==> config.mk <==
export PLATFORM = sky130hd
export DESIGN_NAME = xrgb_numer
export DESIGN_NICKNAME = d
export VERILOG_FILES = /design/src/hw/rtl/xrgb_pkg.sv /design/src/hw/rtl/xrgb_numer.sv
export SDC_FILE = /design/constraint.sdc
export NUM_CORES = 2
export LEC_CHECK = 0
export CAP_MARGIN = 20
export CORE_MARGIN = 5
export CORE_UTILIZATION = 55
export DETAILED_ROUTE_END_ITERATION = 6
export DONT_BUFFER_PORTS = 1
export PLACE_DENSITY_LB_ADDON = 0.15
export REMOVE_ABC_BUFFERS = 1
export SLEW_MARGIN = 20
export SYNTH_ARGS = -nofsm -noshare
export SYNTH_HDL_FRONTEND = slang
export SYNTH_SLANG_ARGS = --single-unit
export TNS_END_PERCENT = 20
==> constraint.sdc <==
create_clock -name clk -period 10.38 [get_ports clk]
set_clock_uncertainty 0.1 [all_clocks]
set_input_delay 3.114 -clock clk [delete_from_list [all_inputs] [get_ports clk]]
set_output_delay 3.114 -clock clk [all_outputs]
set_load 0.02 [all_outputs]
==> src/hw/rtl/xrgb_pkg.sv <==
// Package for the xyY to RGB converter: data widths, pipeline depths and
// the signed Q4.16 XYZ-to-RGB matrix folded into per-row constants.
// No dependencies.
package xrgb_pkg;

    localparam int IN_W   = 16;               // width of every input field
    localparam int CH_W   = 16;               // width of every colour channel
    localparam int S_W    = 36;               // signed weighted chromaticity sum
    localparam int NUM_W  = S_W + IN_W;       // signed luminance times sum
    localparam int REM_W  = NUM_W + 1;        // unsigned dividend and remainder
    localparam int NUM_LAT = 3;               // stages in the numerator pipeline
    localparam int DIV_LAT = CH_W + 1;        // rounding set-up plus one stage per bit
    localparam int CORE_LAT = NUM_LAT + DIV_LAT;

    typedef logic signed [S_W-1:0]   sum_t;
    typedef logic signed [NUM_W-1:0] num_t;
    typedef logic [REM_W-1:0]        rem_t;
    typedef logic [CH_W-1:0]         chan_t;

    // Row k of the matrix is (a, b, c). With z = 65536 - x - y the sum
    // a*x + b*y + c*z becomes (a-c)*x + (b-c)*y + c*65536.
    localparam logic signed [S_W-1:0] COEF_X [3] = '{
        36'sd194257, -36'sd69856, -36'sd72228
    };
    localparam logic signed [S_W-1:0] COEF_Y [3] = '{
        -36'sd50363, 36'sd126775, -36'sd93628
    };
    localparam logic signed [S_W-1:0] COEF_K [3] = '{
        -36'sd1711603712, 36'sd188219392, 36'sd5054332928
    };

endpackage

==> src/hw/rtl/xrgb_numer.sv <==
// Numerator pipeline for one colour channel: luminance times the weighted
// chromaticity sum of one matrix row. Depends on xrgb_pkg.
module xrgb_numer
    import xrgb_pkg::*;
#(
    parameter int ROW = 0
)
(
    input  logic              clk,
    input  logic [IN_W-1:0]   chrom_x,
    input  logic [IN_W-1:0]   chrom_y,
    input  logic [IN_W-1:0]   luminance,
    output num_t              num
);

    sum_t            px_reg;
    sum_t            py_reg;
    logic [IN_W-1:0] lum1_reg;
    sum_t            s_reg;
    logic [IN_W-1:0] lum2_reg;
    num_t            num_reg;

    sum_t px_next;
    sum_t py_next;
    sum_t s_next;
    num_t num_next;

    always_comb
    begin
        px_next  = S_W'(COEF_X[ROW] * $signed({{(S_W-IN_W){1'b0}}, chrom_x}));
        py_next  = S_W'(COEF_Y[ROW] * $signed({{(S_W-IN_W){1'b0}}, chrom_y}));
        s_next   = px_reg + py_reg + COEF_K[ROW];
        num_next = NUM_W'($signed({1'b0, lum2_reg}) * s_reg);
    end

    always_ff @(posedge clk)
    begin
        px_reg   <= px_next;
        py_reg   <= py_next;
        lum1_reg <= luminance;
        s_reg    <= s_next;
        lum2_reg <= lum1_reg;
        num_reg  <= num_next;
    end

    assign num = num_reg;

endmodule

Word-level counts from Yosys, hierarchy flattened --
Index checks and enable logic that the tools add are counted.
Storage, ports and cells: bits in registers 188, input bits 49, output and inout port bits 52, logic and storage cells 11
Cells by class: $add $sub $neg 2, multipliers 3
Operators by type and width (count):
- $mul 17x36->52 | 1
- $add 35x34->36 | 1
- $add 36x32->36 const B | 1
- $mul 17x17->34 const A | 1
- $mul 18x16->34 const A | 1

Depth between registers and ports, before layout --
word-level depth 2, mapped depth 26, gate-level depth less buffers 24

Worst setup path before layout --
No wires, ideal clock.
path kind input-to-reg, start point input chrom_x[4], end point register px_reg[33], setup time 72 ps, arrival time 8237 ps, data required time 10208 ps, slack 1970 ps, stages on the path 21, path buffers 0, cells stage by stage fa_1 -> fa_1 -> inv_1 -> fa_1 -> inv_1 -> fa_1 -> inv_1 -> fa_1 -> fa_1 -> inv_1 -> ha_1 -> a21o_1 -> a21o_1 -> a21oi_1 -> o21ai_1 -> a2111oi_0 -> a21oi_1 -> a211oi_1 -> a21oi_1 -> nor2_1 -> xnor2_1
On the way: word-level cells in the longest chain between the ends 1
RTL lines:
- from (decl) | line xrgb_numer.sv:10 | input logic [IN_W-1:0] chrom_x,
- $mul 18x16->34 | line xrgb_numer.sv:30 | px_next = S_W'(COEF_X[ROW] * $signed({{(S_W-IN_W){1'b0}}, chrom_x}));
- named net px_next[33] | line xrgb_numer.sv:23 | sum_t px_next;
- to (signal assigned) | line xrgb_numer.sv:38 | px_reg <= px_next;
- to (decl) | line xrgb_numer.sv:16 | sum_t px_reg;
The timed path passes the listed nets, and every way through them passes these cells.

Final worst setup path --
start point input chrom_y[8], end point register py_reg[32]
On the way: word-level cells in the longest chain between the ends 1
RTL lines:
- from (decl) | line xrgb_numer.sv:11 | input logic [IN_W-1:0] chrom_y,
- $mul 17x17->34 | line xrgb_numer.sv:31 | py_next = S_W'(COEF_Y[ROW] * $signed({{(S_W-IN_W){1'b0}}, chrom_y}));
- named net py_next[32] | line xrgb_numer.sv:24 | sum_t py_next;
- to (signal assigned) | line xrgb_numer.sv:39 | py_reg <= py_next;
- to (decl) | line xrgb_numer.sv:17 | sum_t py_reg;
The timed path passes the listed nets, and every way through them passes these cells.

==> key figures <==
Placement
  – IO Port Bufs: 0
  – DP HPWL: 68,500 um
  – Placer Congestion: 0.882

STA
  – Post-route setup TNS: 0 ns
  – Min Hold Slack: 0.229 ns
  – Hold Fails Final Rpt: 0
  – Min Tclk post-route: 8.29 ns
  – Slew Viols, Final: 0
  – Max Fclk: 121 MHz
  – Rel. slew slack: 0.327
  – # setup viols final: 0
  – RSZ-0062 raised after global routing: false
  – Slew @ Worst Pin: 1.01 ns
  – Fin crit share: 0.798

Synth
  – Yosys reg bits: 188
  – Top FF cell, synth: dfxtp_1
  – EDFF count, synth: 0
  – Syn_area_per_cell: 9.43 um^2
  – Cell variety after synth: 71
  – Synthesized cell area: 36,900 um^2
  – Post-synthesis sequential area ratio: 0.102
  – Asr flop ratio synth: 0
  – Synth warn: 0
  – Synthesized instance count: 3,917

Setup path
  – Critical path's slowest cell: fa_1
  – Levels on crit path: 20
  – Worst path most repeated cell: fa_1
  – CP peak stage delay: 0.60 ns
  – R2R Path End: num[50]
  – Critical Path Start: chrom_y[8]
  – Worst path cell trace: fa_1 > fa_1 > inv_1 > fa_1 > inv_1 > fa_1 > inv_1 > fa_1 > fa_1 > inv_1 > ha_1 > a21o_1 > a21o_1 > a21oi_1 > o21ai_0 > a31oi_1 > a21oi_1 > o31ai_1 > a21oi_1 > a311o_1
  – Worst Path Max Fanout: 7
  – Top delay family on crit path: adder cells
  – Crit end category: flop
  – Startpoint types: input pin
  – CP Buf/Inv Count: 4
  – CP endpoint: py_reg[32]
  – Setup CP Type: in2reg
  – Worst Path Required: 10.66 ns
  – Reg2Reg Launch Point: lum2_reg[2]
  – R2R depth: 21
  – WP data arrival: 8.57 ns
  – FF-to-FF setup slack: 2.53 ns

Floorplan
  – Die area: 72,500 um^2
  – Initial core utilization: 0.552
  – # rows: 95
  – Core Area: 66,900 um^2
  – DIE HEIGHT: 269 um
  – I/O pins: 101
  – Die width: 269 um

Clock tree
  – CTS tree: built
  – CTS sink count: 188
  – CTS Buf Count: 17
  – Setup Buffers After CTS: 0
  – H-tree levels: 4
  – Hold_buf cts: 0
  – Clock Tree Buf Depth: 2
  – Clk slew on worst S/H paths: 0.09 ns
  – Post-CTS Resized: 0
  – Worst-skew pair later-pin latency: 0.50 ns
  – Clk root buf: clkbuf_16

Min path
  – Worst hold start: lum1_reg[5]
  – Min-Delay Path Class: reg2reg

Global route
  – Total GRT Usage: 0.247
  – First-pass GRT wire length: 143,000 um
  – Vias in the first global route: 26,825
  – Total grt overflow: 0
  – Largest net degree at the start of global routing: 37
  – Initial antenna violation count: 1

Routing
  – ANT nets after route: 0
  – Initial DRC count: 1,292
  – Routed WL: 85,300 um
  – Wire per inst: 18.1 um
  – DRC Markers: 0
  – DR vias: 24,551
  – Router iterations before antenna repair: 5
  – Vias per cell: 5.20

Flow run
  – Max_cap viols: 0

Final layout
  – Largest register FFs: 52
  – Fillcell total: 6,055
  – Nets: 5,100
  – Synth-to-Final Area Change: 3.89%
  – # diodes: 0
  – Share of cells above drive strength 1: 0.0184

Status
  – Status: finished clean
-- layout make-up --
cell class,instances,area (um^2),area share
clock buffers,17,425,0.0111
clock inverters,15,231,0.00603
inverters,1049,3940,0.103
multi-input cells,2570,28800,0.751
flip-flops and latches,188,3780,0.0984
well taps,873,1090,0.0285
repair buffers,12,90.1,0.00235
-- per-layer routing --
metal  routed length (um)  vias to the layer above  track usage
li1                     -                    11533            -
met1                37300                    12190        0.340
met2                40700                      716        0.413
met3                 5680                      112       0.0468
met4                 1640                        0       0.0546
met5                    0                        -            0
-- kinds of logic after synthesis --
kind of cell	share of synthesized area
fa+ha+maj	0.571
compound gates	0.0687
buf+inv	0.118
mux	0.000813
simple gates	0.107
flops	0.102
xor+xnor	0.0327
-- worst min-delay path by stage --
stage / to / slack (ns) / cells after the start
after detailed placement: lum2_reg[4] / 0.21 / 0
after global routing: lum2_reg[6] / 0.23 / 0
after floorplan: lum2_reg[0] / 0.21 / 0
after CTS: lum2_reg[5] / 0.23 / 0
final: lum2_reg[5] / 0.23 / 0
after global placement: lum2_reg[10] / 0.21 / 0
-- cells in the mapped netlist, types with 4 or more instances --
library cell / number / area, um^2
a211oi_1: 16 / 120
a21o_1: 89 / 668
a21oi_1: 114 / 571
a31o_2: 4 / 35.0
a31oi_1: 9 / 56.3
and2_1: 207 / 1290
and3_1: 13 / 81.3
and4_1: 5 / 43.8
clkbuf_1: 110 / 413
dfxtp_1: 188 / 3760
fa_1: 789 / 15800
ha_1: 424 / 5310
inv_1: 1049 / 3940
nand2_1: 429 / 1610
nand2b_1: 18 / 113
nand3_1: 27 / 135
nand4_1: 15 / 93.8
nor2_1: 70 / 263
nor2b_1: 15 / 93.8
nor3_1: 12 / 60.1
o2111ai_1: 6 / 52.6
o21a_1: 8 / 60.1
o21ai_0: 40 / 200
o21ai_1: 22 / 110
o21bai_1: 24 / 180
o31ai_1: 5 / 37.5
or2_2: 4 / 25.0
xnor2_1: 86 / 753
xor2_1: 52 / 455
-- stage by stage --
| step | setup slack, ns | cell area [um^2] | instances | util |
|---|---|---|---|---|
| after detailed placement | 1.60 | 37700 | 4692 | 0.564 |
| final | 2.09 | 38400 | 4724 | 0.574 |
| after floorplan | 1.97 | 36500 | 3807 | - |
| after global routing | 1.86 | 38400 | 4724 | 0.574 |
| after CTS | 2.15 | 38400 | 4724 | 0.574 |
| after global placement | 1.67 | 37700 | 4692 | 0.564 |
-- layout by cell type, fill, tap and decap left out, types with 52 or more instances in the layout --
cell type,instances
a21o_1,89
a21oi_1,114
and2_1,207
dfxtp_1,178
fa_1,789
ha_1,424
inv_1,1049
nand2_1,429
nor2_1,70
xnor2_1,86
xor2_1,52
Power is not shown: default switching activity piles up to over one toggle a cycle in this logic, so the estimate is an artifact.
