**config.mk**
```make
export PLATFORM = sky130hd
export DESIGN_NAME = xrgb_divider
export DESIGN_NICKNAME = d
export VERILOG_FILES = /design/src/hw/rtl/xrgb_pkg.sv /design/src/hw/rtl/xrgb_divider.sv
export SDC_FILE = /design/constraint.sdc
export NUM_CORES = 2
export LEC_CHECK = 0
export ABC_AREA = 1
export BUFFER_PORTS_ARGS = -buffer_cell sky130_fd_sc_hd__buf_2
export CAP_MARGIN = 15
export CORE_UTILIZATION = 45
export CTS_BUF_LIST = sky130_fd_sc_hd__clkbuf_16
export DETAILED_ROUTE_END_ITERATION = 10
export PLACE_DENSITY = 0.67
export SLEW_MARGIN = 15
export SYNTH_ARGS = -nofsm -noshare
export SYNTH_HDL_FRONTEND = slang
export SYNTH_SLANG_ARGS = --single-unit
```
**constraint.sdc**
```tcl
create_clock -name clk -period 4.1 [get_ports clk]
set_input_delay 0.205 -clock clk [delete_from_list [all_inputs] [get_ports clk]]
set_output_delay 0.205 -clock clk [all_outputs]
set_load 0.005 [all_outputs]
```
**src/hw/rtl/xrgb_pkg.sv**
```systemverilog
// Package for the xyY to RGB converter: data widths, pipeline depths and
// the signed Q4.16 XYZ-to-RGB matrix folded into per-row constants.
// No dependencies.
package xrgb_pkg;

    localparam int IN_W   = 16;               // width of every input field
    localparam int CH_W   = 16;               // width of every colour channel
    localparam int S_W    = 36;               // signed weighted chromaticity sum
    localparam int NUM_W  = S_W + IN_W;       // signed luminance times sum
    localparam int REM_W  = NUM_W + 1;        // unsigned dividend and remainder
    localparam int NUM_LAT = 3;               // stages in the numerator pipeline
    localparam int DIV_LAT = CH_W + 1;        // rounding set-up plus one stage per bit
    localparam int CORE_LAT = NUM_LAT + DIV_LAT;

    typedef logic signed [S_W-1:0]   sum_t;
    typedef logic signed [NUM_W-1:0] num_t;
    typedef logic [REM_W-1:0]        rem_t;
    typedef logic [CH_W-1:0]         chan_t;

    // Row k of the matrix is (a, b, c). With z = 65536 - x - y the sum
    // a*x + b*y + c*z becomes (a-c)*x + (b-c)*y + c*65536.
    localparam logic signed [S_W-1:0] COEF_X [3] = '{
        36'sd194257, -36'sd69856, -36'sd72228
    };
    localparam logic signed [S_W-1:0] COEF_Y [3] = '{
        -36'sd50363, 36'sd126775, -36'sd93628
    };
    localparam logic signed [S_W-1:0] COEF_K [3] = '{
        -36'sd1711603712, 36'sd188219392, 36'sd5054332928
    };

endpackage

```
**src/hw/rtl/xrgb_divider.sv**
```systemverilog
// Pipelined restoring divider for one channel: rounds num / (y * 65536)
// half up, clamps non-positive values and saturates. Depends on xrgb_pkg.
module xrgb_divider
    import xrgb_pkg::*;
(
    input  logic            clk,
    input  num_t            num,
    input  logic [IN_W-1:0] chrom_y,
    output chan_t           chan
);

    rem_t            rem_reg [0:CH_W];
    chan_t           q_reg   [0:CH_W];
    logic [IN_W-1:0] y_reg   [0:CH_W];
    logic            pos_reg [0:CH_W];
    logic            sat_reg [0:CH_W];

    rem_t rem_next;
    logic sat_next;

    // Adding half the divisor gives round half up; a dividend at or above
    // 65536 times the divisor cannot fit the channel and saturates.
    always_comb
    begin
        rem_next = REM_W'($unsigned(num)) + (REM_W'(chrom_y) << (CH_W - 1));
        sat_next = rem_next >= (REM_W'(chrom_y) << (2 * CH_W));
    end

    always_ff @(posedge clk)
    begin
        rem_reg[0] <= rem_next;
        q_reg[0]   <= '0;
        y_reg[0]   <= chrom_y;
        pos_reg[0] <= num > 0;
        sat_reg[0] <= sat_next;
    end

    for (genvar i = 1; i <= CH_W; i++)
    begin : g_step
        localparam int SH = CH_W + (CH_W - i);
        rem_t dsh;
        logic ge;

        always_comb
        begin
            dsh = REM_W'(y_reg[i-1]) << SH;
            ge  = rem_reg[i-1] >= dsh;
        end

        always_ff @(posedge clk)
        begin
            rem_reg[i] <= ge ? rem_reg[i-1] - dsh : rem_reg[i-1];
            q_reg[i]   <= {q_reg[i-1][CH_W-2:0], ge};
            y_reg[i]   <= y_reg[i-1];
            pos_reg[i] <= pos_reg[i-1];
            sat_reg[i] <= sat_reg[i-1];
        end
    end

    always_comb
    begin
        if (!pos_reg[CH_W])
            chan = '0;
        else if (sat_reg[CH_W])
            chan = '1;
        else
            chan = q_reg[CH_W];
    end

endmodule

```
---- Word-level counts from Yosys, hierarchy flattened ----
Memories as Yosys holds them, arrays and structs flattened.
Index checks and enable logic that the tools add are counted.
W data, S select, Z words.
word-level totals
  flip-flop bits (word level) ............. 0
  bits in writable memories ............... 1479
  bits of input ports ..................... 69
  logic and storage cells ................. 58
  memories ................................ 5
operators by class
  add/subtract/negate cells ............... 17
  magnitude comparators ................... 18
  mux-type cells .......................... 18
memory list
  name     depth  bits a word  rd ports  clocked after memory_dff  wr ports  line                text
  rem_reg  17     53           16        0                         17        xrgb_divider.sv:12  rem_t rem_reg [0:CH_W];
  q_reg    17     16           17        0                         17        xrgb_divider.sv:13  chan_t q_reg [0:CH_W];
  y_reg    17     16           16        0                         17        xrgb_divider.sv:14  logic [IN_W-1:0] y_reg [0:CH_W];
  pos_reg  17     1            17        0                         17        xrgb_divider.sv:15  logic pos_reg [0:CH_W];
  sat_reg  17     1            17        0                         17        xrgb_divider.sv:16  logic sat_reg [0:CH_W];
operators by type and width
  kind              count
  $mux W53          16
  $add A52 B31 Y53  1
  $ge A53 B32 Y1    1
  $ge A53 B33 Y1    1
  $ge A53 B34 Y1    1
  $ge A53 B35 Y1    1
  $ge A53 B36 Y1    1
  $ge A53 B37 Y1    1
  $ge A53 B38 Y1    1
  $ge A53 B39 Y1    1
  $ge A53 B40 Y1    1
  $ge A53 B41 Y1    1
  $ge A53 B42 Y1    1
  $ge A53 B43 Y1    1
  $ge A53 B44 Y1    1
  $ge A53 B45 Y1    1
  $ge A53 B46 Y1    1
  $ge A53 B47 Y1    1
  $ge A53 B48 Y1    1
  $sub A53 B32 Y53  1
  $sub A53 B33 Y53  1
  $sub A53 B34 Y53  1
  $sub A53 B35 Y53  1
  $sub A53 B36 Y53  1
  13 further kinds  14

---- Depth between registers and ports, before layout ----
An unclocked memory read counts as a cell.
  depth after elaboration ................. 3
  depth in mapped cells ................... 27
  mapped depth without buffers ............ 27

---- Least setup slack after synthesis ----
Ideal clock, no wire load.
  path kind ............................... input -> register
  start point ............................. in num[15]
  end point ............................... mem sat_reg[0][0]
  library setup time ...................... 62 ps
  data arrival time ....................... 2725 ps
  data required time ...................... 4038 ps
  setup slack ............................. 1313 ps
  stages .................................. 22
  path buffers ............................ 0
  cells stage by stage .................... ha_1 > fa_1 > nand2_1 > nand3_1 > nand3_1 > nand2_1 > a21oi_1 > nor2_1 > nand2_1 > xor2_1 > inv_1 > ha_1 > nand2_1 > inv_1 > nand3_1 > nor3_1 > nand3_1 > nor2_1 > nand3_1 > nor2_1 > nand4_1 > nand3_1
RTL lines
  what                line                text
  start: declaration  xrgb_divider.sv:7   input num_t num,
  end: declaration    xrgb_divider.sv:16

==> flow_summary.toml <==
[outcome]
run_status = "finished, final reports clean"

[pwr]
power_density_nw_per_um2 = 764
combPwrFrac = 0.364
static-leakage-power_uw = 0.0280
internal-power_uw = 28800
netSwitchingFraction = 0.390
ir_drop_mv = 0.491
seqPwrFrac = 0.371
p_clk_frac = 0.265
power_switching_uw = 18400

[grt]
antenna_found_initial = 0
grt_pass1_wl_um = 233000
grt_max_degree = 46
grt_util_all_layers = 0.245
grt_pass1_vias = 42500
overflow = 0

[worst_hold_path]
whs_path_depth = 5
hold_class = "in2reg"

[route]
drt-total-wl_um = 150000
drt_iter0_drc = 3210
vias_per_cell = 5.09
drtAntennaViolNets = 0
route.vias.total = 44700
drc = 0
avgRoutedWirePerCell_um = 17.1
dr.pass1.iters = 6

[synth]
synthTopCellsByCount = "1379 x nand2_1, 1274 x dfxtp_1, 943 x inv_1"
syn-cell-area_um2 = 54300
yosys.area.top_type = "dfxtp_1"
ys_async_sr_fraction = 0
synth-seq-cells = 1274
yosysSeqAreaShare = 0.470
syn_avg_cell_area_um2 = 7.96
synth_top_flop_cell = "dfxtp_1"
syn-num-nets = 7192
synth_cell_types = 62
synth_edf_count = 0
synth-warning-count = 0
netlist_instances = 6819
synth_area_leaders = "dfxtp_1 47%, nand2_1 9.5%, ha_1 6.6%"
synth.most_common_cell = "nand2_1"
synth_top_cell_area_share = 0.470

[cells_and_area]
final_nets = 7438
areaGrowthSynthToFinish_pct = 13.8
largest_reg_flops = 848
stdcell_area_um2 = 61800
antenna_cells = 0
drive_gt1_frac = 0.0718

[sta]
setup_viol = 0
min_period_over_period = 0.896
finalSetupTns_ns = 0
fmax_ghz = 0.272
finalCriticalPeriod_ns = 3.67
rsz0062_at_grt = "no"
slew-limit-headroom = 0.245
tightest_slew_ns = 1.13
finalHoldViolations = 0
drv_slew = 0
clock_skew_ns = 0.0272

[cts]
htreeDepth = 4
postCtsSetupBuffers = 0
numCtsBuffers = 136
cts.sinks = 1274
path_clk_slew_ns = 0.06
clockBufferDepth = 3
cts_tree = "yes"
clkLatencyLatePin_ns = 0.78
cts-root-buf = "clkbuf_16"

[worst_setup_path]
cp_data_required_time_ns = 4.81
cpPeakStageDelay_ns = 0.55
cpMostUsedCell = "nand2_1"
reg2reg_depth = 14
crit_path_end_kind = "register"
cp_slowest_cell = "dlygate4sd3_1"
cp.arrival_ns = 4.39
start_kind = "input pin"
crit_type = "in2reg"
worstPathMaxFanout = 5

[die]
core_um2 = 120000
io_pins = 85
die_area_um2 = 122000
die_x_um = 349
die_y_um = 349
rows = 127
initial_core_util = 0.453

[flow_run]
drv_cap = 0

[place]
gp_congestion = 0.930
io_buffers = 84
placed_cell_area_um2 = 56400
dp_hpwl_um = 122000
cell type report:
type | instances | area [um^2]
clock inverters | 109 | 1220
flip-flops and latches | 1274 | 25500
fillers | 11500 | 58000
well taps | 1612 | 2020
multi-input cells | 4522 | 24800
repair buffers | 169 | 1260
clock buffers | 136 | 3400
inverters | 962 | 3620
stage by stage:
stage / hold slack, ns / util / std cells / power (uW) / worst slack [ns]
floorplan: 0.233 / - / 6819 / 29700 / 1.31
global placement: 0.310 / 0.471 / 8467 / 34500 / 0.549
detailed placement: 0.312 / 0.471 / 8467 / 34600 / 0.442
CTS: 0.00316 / 0.515 / 8783 / 47400 / 0.318
global route: 0.0623 / 0.516 / 8784 / 50500 / 0.0307
finish: 0.0502 / 0.516 / 8784 / 47200 / 0.427
kinds of logic (layout without fill, tap and decap cells):
family / after synthesis / in the layout / synth area share
adders and majority gates: 304 / 304 / 0.0723
DFF: 1274 / 1274 / 0.470
AOI/OAI and AO/OA: 982 / 982 / 0.101
buffers and inverters: 1023 / 1376 / 0.0749
xor gates and xnor gates: 282 / 282 / 0.0455
and+or+nand+nor: 2954 / 2954 / 0.237
per-layer routing:
metal | track usage | wire length, um
met1 | 0.310 | 65600
met2 | 0.418 | 71500
met3 | 0.0422 | 8580
met4 | 0.0840 | 4790
met5 | 0 | 0
power by group through the flow:
stage / clock network [uW] / registers, uW / logic, uW
after floorplan: 0 / 16700 / 12900
after global placement: 0 / 17800 / 16700
after detailed placement: 0 / 17800 / 16800
after CTS: 12800 / 17500 / 17000
after global routing: 13400 / 17800 / 19300
final: 12500 / 17500 / 17200
final timing paths:
| kind | slack, ns | startpoint | end |
|---|---|---|---|
| setup / recovery | 0.43 | chrom_y[6] | sat_reg[0][0] |
| hold / removal | 0.05 | num[26] | rem_reg[0][26] |
| setup reg to reg | 1.02 | y_reg[0][69] | rem_reg[0][299] |
| hold reg to reg | 0.31 | q_reg[1][124] | q_reg[2][13] |
cell usage in the layout (no fill, tap or decap), types with 18 or more instances in the layout:
master and n:
nand3b_1 40, nand4_1 144, ha_1 283, nor4_1 104, inv_1 963, a21o_1 28, dfxtp_1 1274, buf_2 84
clkbuf_16 136, o211ai_1 19, xnor2_1 157, nand2_1 1378, xor2_1 125, o21bai_1 18, nor3_1 108, a21oi_1 421
o21ai_0 254, dlygate4sd3_1 72, nand2_2 26, o21ai_2 28, nand3_1 274, o21ai_1 126, nor2_1 756, or2_2 59
a21oi_2 28, clkinv_1 24
critical path: cells and delay by family:
| family | cells | cell delay [ns] |
|---|---|---|
| adder cells (fa/ha/maj) | 2 | 0.69 |
| XOR/XNOR | 1 | 0.14 |
| AND/OR/NAND/NOR | 19 | 1.93 |
| buffers and inverters | 6 | 1.42 |
repair_timing:
action,CTS,global route
hold buffers,71,1
resized for setup,0,9
setup endpoints to repair,0,1
hold endpoints to repair,66,1
Note: power is estimated with default switching activity, not from simulation.
